[config.mk]
export PLATFORM = sky130hd
export DESIGN_NAME = tar_div_step
export DESIGN_NICKNAME = d
export VERILOG_FILES = /design/src/tar_pkg.sv /design/src/tar_div_step.sv
export SDC_FILE = /design/constraint.sdc
export NUM_CORES = 1
export LEC_CHECK = 0
export CAP_MARGIN = 5
export CORE_ASPECT_RATIO = 2
export CORE_MARGIN = 4
export CORE_UTILIZATION = 69
export DETAILED_ROUTE_END_ITERATION = 16
export DONT_BUFFER_PORTS = 1
export MAX_ROUTING_LAYER = met4
export PLACE_DENSITY = 0.87
export SKIP_CTS_REPAIR_TIMING = 1
export SYNTH_ARGS = -nofsm -noshare
export SYNTH_HDL_FRONTEND = slang
export SYNTH_SLANG_ARGS = --single-unit
[constraint.sdc]
create_clock -name clk -period 5 [get_ports clk]
set_clock_uncertainty 0.05 [all_clocks]
set_input_delay 0.75 -clock clk [delete_from_list [all_inputs] [get_ports clk]]
set_output_delay 0.75 -clock clk [all_outputs]
set_load 0.01 [all_outputs]
[src/tar_pkg.sv]
// shared constants and types for the triangle aspect ratio pipeline
// no dependencies; used by tar_front, tar_div_step and triangle_aspect_ratio
package tar_pkg;

  localparam int COORD_BITS_DEF = 16;
  localparam int FRAC_BITS_DEF  = 16;
  localparam int RATIO_BITS     = 32;
  localparam int FRONT_STAGES   = 5;

  typedef struct packed {
    logic sat;
    logic degen;
  } tar_flags_t;

endpackage

[src/tar_div_step.sv]
// one registered restoring-division step: one quotient bit per stage
// depends on tar_pkg
module tar_div_step #(
  parameter int LEN_W = 2 * tar_pkg::COORD_BITS_DEF + 1
) (
  input  logic                            clk,
  input  logic                            rst_n,
  input  logic                            up_valid,
  output logic                            up_ready,
  input  logic [LEN_W-1:0]                d_in,
  input  logic [LEN_W-1:0]                rem_in,
  input  logic [tar_pkg::RATIO_BITS-1:0]  nq_in,
  input  tar_pkg::tar_flags_t             flags_in,
  output logic                            dn_valid,
  input  logic                            dn_ready,
  output logic [LEN_W-1:0]                d_out,
  output logic [LEN_W-1:0]                rem_out,
  output logic [tar_pkg::RATIO_BITS-1:0]  nq_out,
  output tar_pkg::tar_flags_t             flags_out
);

  localparam int QW = tar_pkg::RATIO_BITS;

  logic                v_r;
  logic [LEN_W-1:0]    d_r, rem_r;
  logic [QW-1:0]       nq_r;
  tar_pkg::tar_flags_t flags_r;

  logic [LEN_W:0]      trial;
  logic [LEN_W:0]      diff;
  logic                ge;

  // nq shifts numerator bits out at the top and quotient bits in at the bottom
  always_comb begin
    trial = {rem_in, nq_in[QW-1]};
    diff  = trial - {1'b0, d_in};
    ge    = (trial >= {1'b0, d_in});
  end

  assign up_ready = !v_r || dn_ready;

  always_ff @(posedge clk) begin
    if (!rst_n) begin
      v_r <= 1'b0;
    end else if (up_ready) begin
      v_r <= up_valid;
    end
  end

  always_ff @(posedge clk) begin
    if (up_ready && up_valid) begin
      d_r     <= d_in;
      rem_r   <= ge ? diff[LEN_W-1:0] : trial[LEN_W-1:0];
      nq_r    <= {nq_in[QW-2:0], ge};
      flags_r <= flags_in;
    end
  end

  assign dn_valid  = v_r;
  assign d_out     = d_r;
  assign rem_out   = rem_r;
  assign nq_out    = nq_r;
  assign flags_out = flags_r;

endmodule

-- Word-level counts from Yosys, hierarchy flattened
Index checks and enable logic that the tools add are counted.
- multiplexer cells: 1
- reduce and logical (&&, ||, !) cells: 3
- add/sub/neg operators: 1
- order comparisons: 1
- operators with widths (operator ; number):
    $ge 34x33->1 ; 1
    $mux 33 ; 1
    $sub 33x33->33 ; 1
    $logic_and 1x1->1 ; 1
    $logic_not 1->1 ; 1
    $logic_or 1x1->1 ; 1
- word-level logic and storage cells: 12
- input bits: 104
- register bits: 101
- output and inout bits: 102

-- Logic depth before layout (Yosys ltp)
- depth after elaboration: 3
- mapped depth: 14
- gate-level depth less buffers: 12

-- Worst setup path before layout
OpenSTA, ideal clock, no wires.
- path kind: in2reg
- start point: input port dn_ready
- end point: register d_r[0], in the netlist d_out[0] (enable)
- path buffers: 0
- slack: 1205 ps
- stages: 2
- arrival: 3274 ps
- data required time: 4480 ps
- library setup time: 470 ps
- cell sequence: nand2b_1 > and2_1
- longest elaborated chain between the ends: 2
- ends and longest elaborated chain (element ; line ; source):
    start, declared ; tar_div_step.sv:15 ; input logic dn_ready,
    $logic_or 1x1->1 ; tar_div_step.sv:40 ; assign up_ready = !v_r || dn_ready;
    $logic_and 1x1->1 ; tar_div_step.sv:51 ; if (up_ready && up_valid) begin
    end signal, assigned ; tar_div_step.sv:52 ; d_r <= d_in;
    end, declared ; tar_div_step.sv:25 ; logic [LEN_W-1:0] d_r, rem_r;
Every way passes these cells.
A chain may end at the register's enable or synchronous reset.

-- Final worst setup path
- start point: input port nq_in[31] (netlist bit)
- end point: register rem_r[24], in the netlist rem_out[24] (data pin)
- longest elaborated chain between the ends: 2
- elaborated cells on any way between the ends: 3
- classes of those cells: 1 x add/sub; 1 x order compare; 1 x mux
- ends and longest elaborated chain (element ; line ; source):
    start, declared ; tar_div_step.sv:12 ; input logic [tar_pkg::RATIO_BITS-1:0] nq_in,
    $sub 33x33->33 / $ge 34x33->1 (equally long branches) ; tar_div_step.sv:36, tar_div_step.sv:37 ;
    $mux 33 * ; tar_div_step.sv:53 ; rem_r <= ge ? diff[LEN_W-1:0] : trial[LEN_W-1:0];
    end signal, assigned ; tar_div_step.sv:53 ;
    end, declared ; tar_div_step.sv:25 ;
Every way passes the cells marked *; elsewhere a longest branch is shown, timed or not.

==> impl_results.md <==
* Crit Path Max Fanout at 22
* Final GP Congestion at 0.9077
* Tcrit/Tclk final at 72.93%
* Status: finished, final reports clean
* GRT Util Overall at 31.80%
* I/O Buffers at 0
* Headroom to the max-slew limit at 41.46%
* Global-route wire length before repair at 22,050 um
* Final setup fails at 0
* Drt wl/cell at 26.11 um
* Hold_sp: d_in[21]
* Final Hold Vio Count at 0
* Fillers at 471
* Total congestion overflow at 0
* Remaining antenna violation count after routing at 0
* Register area share after synthesis at 54.18%
* Fmax achieved at 0.2742 GHz
* Setup tns final at 0 ns
* Leakage at 2.305 nW
* Largest stage delay, worst path at 0.56 ns
* Die ar. at 0.009676 mm2
* Vias at 3,813
* Startpoint types: primary input
* Width of the chip at 71.59 um
* Worst-path clk slew at 0.07 ns
* Setup Crit Path Kind: primary input to flip-flop
* Critical-path cell list: inv_1 > ha_1 > inv_1 > fa_1 > a21o_1 > a221oi_2 > o21ai_2 > a21boi_2 > o31ai_2 > a21oi_4 > buf_4 > o21ai_1
* MaxCap Viol Count at 0
* Top_reg_cell synth: edfxtp_1
* Largest net degree at the start of global routing at 70
* Net count, final at 606
* Fraction of final layout cells with drive strength greater than 1 at 14.16%
* DRT iter0 DRCs at 305
* CP Launch Point: nq_in[31]
* Die height at 135.2 um
* Netlist Area Pre-Place at 0.005579 mm2
* Max H-tree Level at 3
* RSZ-0062 raised after global routing: false
* Worst path slowest cell: a21oi_4
* Min-Delay Path Class: primary input to flip-flop
* CP Data Required Time at 5.05 ns
* Syn_area_per_cell at 11.85 um2
* Initial antenna violation count at 0
* Reg-to-reg slack, setup at 2.77 ns
* R2r worst-path depth at 3
* Vias in the first global route at 3,857
* DR vias/cell at 6.701
* EDFF count, synth at 100
* Pwr/cell area at 379.8 mW/mm2
* CP endpoint kind: flip-flop
* Total nets after synthesis at 609
* Detailed Routing Iterations Pass 1 at 5
* CTS tree: done
* Clk_lat worst skew at 0.35 ns
* Synth warn at 0
* CP most frequent cell: inv_1
* Multi-input logic area at 0.002237 mm2
* N_diodes at 0
* Post-Synthesis Cells at 471
* Post-synth cell types at 61
* Root Driver: clkbuf_16
* Worst vdd ir at 0.2546 mV
* CTS Buf Count at 9
* Dpl hpwl at 11,650 um
* Layout area overhead at 5.943%
* Num Clock Sinks at 101
* CTS max path bufs at 2
* Total Power at 2.245 mW
* #FFs+latches synth at 101
* Tmin final at 3.647 ns
* Slew Viols, Final at 0
* Slew @ Worst Pin at 0.8780 ns
* # IOs at 206
* Final wirelength at 14,860 um
* Row cnt at 46
* Register area at 0.003023 mm2
* Drc violations at 0
* Initial Utilization at 70.76%
* Critical R2R Launch: dn_valid$_SDFFE_PN0N_
* Layout Cells excl Fill at 569
* Core footprint at 0.007885 mm2
* Synth async-reset ratio at 0%
* Critical path arrival at 3.69 ns
* Hold path depth at 0
* Cells after DPL at 553
-- final timing paths --
| kind | end |
|---|---|
| setup / recovery | rem_out[24]$_DFFE_PP_ |
| hold reg to reg | dn_valid$_SDFFE_PN0N_ |
| hold / removal | d_out[21]$_DFFE_PP_ |
| setup reg to reg | rem_out[14]$_DFFE_PP_ |
-- final cells by class --
type / count / share of cell area (%)
clock inverter: 7 / 1.651
inverter: 46 / 2.921
timing repair buffer: 3 / 0.5927
multi-input combinational: 307 / 37.85
clock buffer: 9 / 3.810
sequential: 101 / 51.14
tap: 96 / 2.032
-- logic make-up after synthesis --
logic type	Yosys count	synth area share [%]
buf+inv	63	5.763
mux	1	0.2690
fa+ha+maj	34	7.760
xor+xnor	28	4.396
compound gates	137	18.10
flops	101	54.18
simple gates	107	9.531
-- routing by layer --
metal	vias up	wire [um]	global-route usage, %	part of all wire [%]
met5	-	0	-	0
met4	0	648	13.28	4.4
met3	51	1279	9.733	8.6
met2	222	8343	57.12	56
met1	1817	4587	30.77	31
li1	1723	-	-	-
-- power by group --
part / leakage, nW / switching (mW) / total, mW / internal [mW]
Combinational: 1.17 / 0.245 / 0.390 / 0.145
Sequential: 0.978 / 0.0693 / 1.10 / 1.03
Clock: 0.158 / 0.317 / 0.759 / 0.442
Total: 2.30 / 0.631 / 2.25 / 1.61
-- worst max-delay path, delay by kind of cell --
kind / cells / cell delay, ns
compound gates: 7 / 1.86
fa+ha+maj: 2 / 0.57
buf+inv: 3 / 0.50
-- per-stage QoR --
| stage | hold WS (ns) | cell area, um2 | util (%) | setup WS (ns) |
|---|---|---|---|---|
| floorplan | 0.5596 | 5579 | - | 1.205 |
| global placement | 0.6062 | 5588 | 70.87 | 1.193 |
| detailed placement | 0.6135 | 5588 | 70.87 | 1.007 |
| CTS | 0.4368 | 5911 | 74.96 | 1.366 |
| global route | 0.4286 | 5911 | 74.96 | 1.173 |
| finish | 0.4386 | 5911 | 74.96 | 1.353 |
-- cells in the final DEF, fill, tap and decap left out, drive strengths merged, types with 9 or more instances in the layout --
master  count
o21ai      48
ha         33
xor2       13
xnor2      15
and3        9
edfxtp    100
clkbuf      9
a21oi      34
nand2      52
a21o       12
inv        48
nor2       14
-- synth_stat cells (2+ instances only) --
cell type  count  area (um2)
and3_1         6       37.54
o211ai_1       3       22.52
a21oi_1       32       160.2
o21ai_0       14       70.07
clkbuf_1       3       11.26
a31oi_1        3       18.77
o21ai_1       13       65.06
o31ai_1        4       30.03
buf_2          6       30.03
buf_12         2       40.04
or3_1          2       12.51
a211oi_1       2       15.01
nand2_2       10       62.56
and3_2         3       22.52
nand2_1       42       157.7
nor3_1         4       20.02
nand2b_1       5       31.28
o21ai_2       20       175.2
o21a_1         4       30.03
nor4_1         3       18.77
a21o_1        12       90.09
o31ai_2        2       25.02
nor2_1        14       52.55
o21bai_1       6       45.04
xor2_1        13       113.9
a21boi_0       2       15.01
nand4_1        5       31.28
a211o_1        2       17.52
nand3_1        6       30.03
inv_1         45       168.9
xnor2_1       15       131.4
edfxtp_1     100        3003
ha_1          33       412.9
buf_6          6       67.56
nor2b_1        3       18.77
-- sequential cells by signal (all words and copies together), names as in the netlist --
signal,count
flags_out,2
dn_valid,1
nq_out,32
rem_out,33
d_out,33
Note: power is estimated with default switching activity, not from simulation.
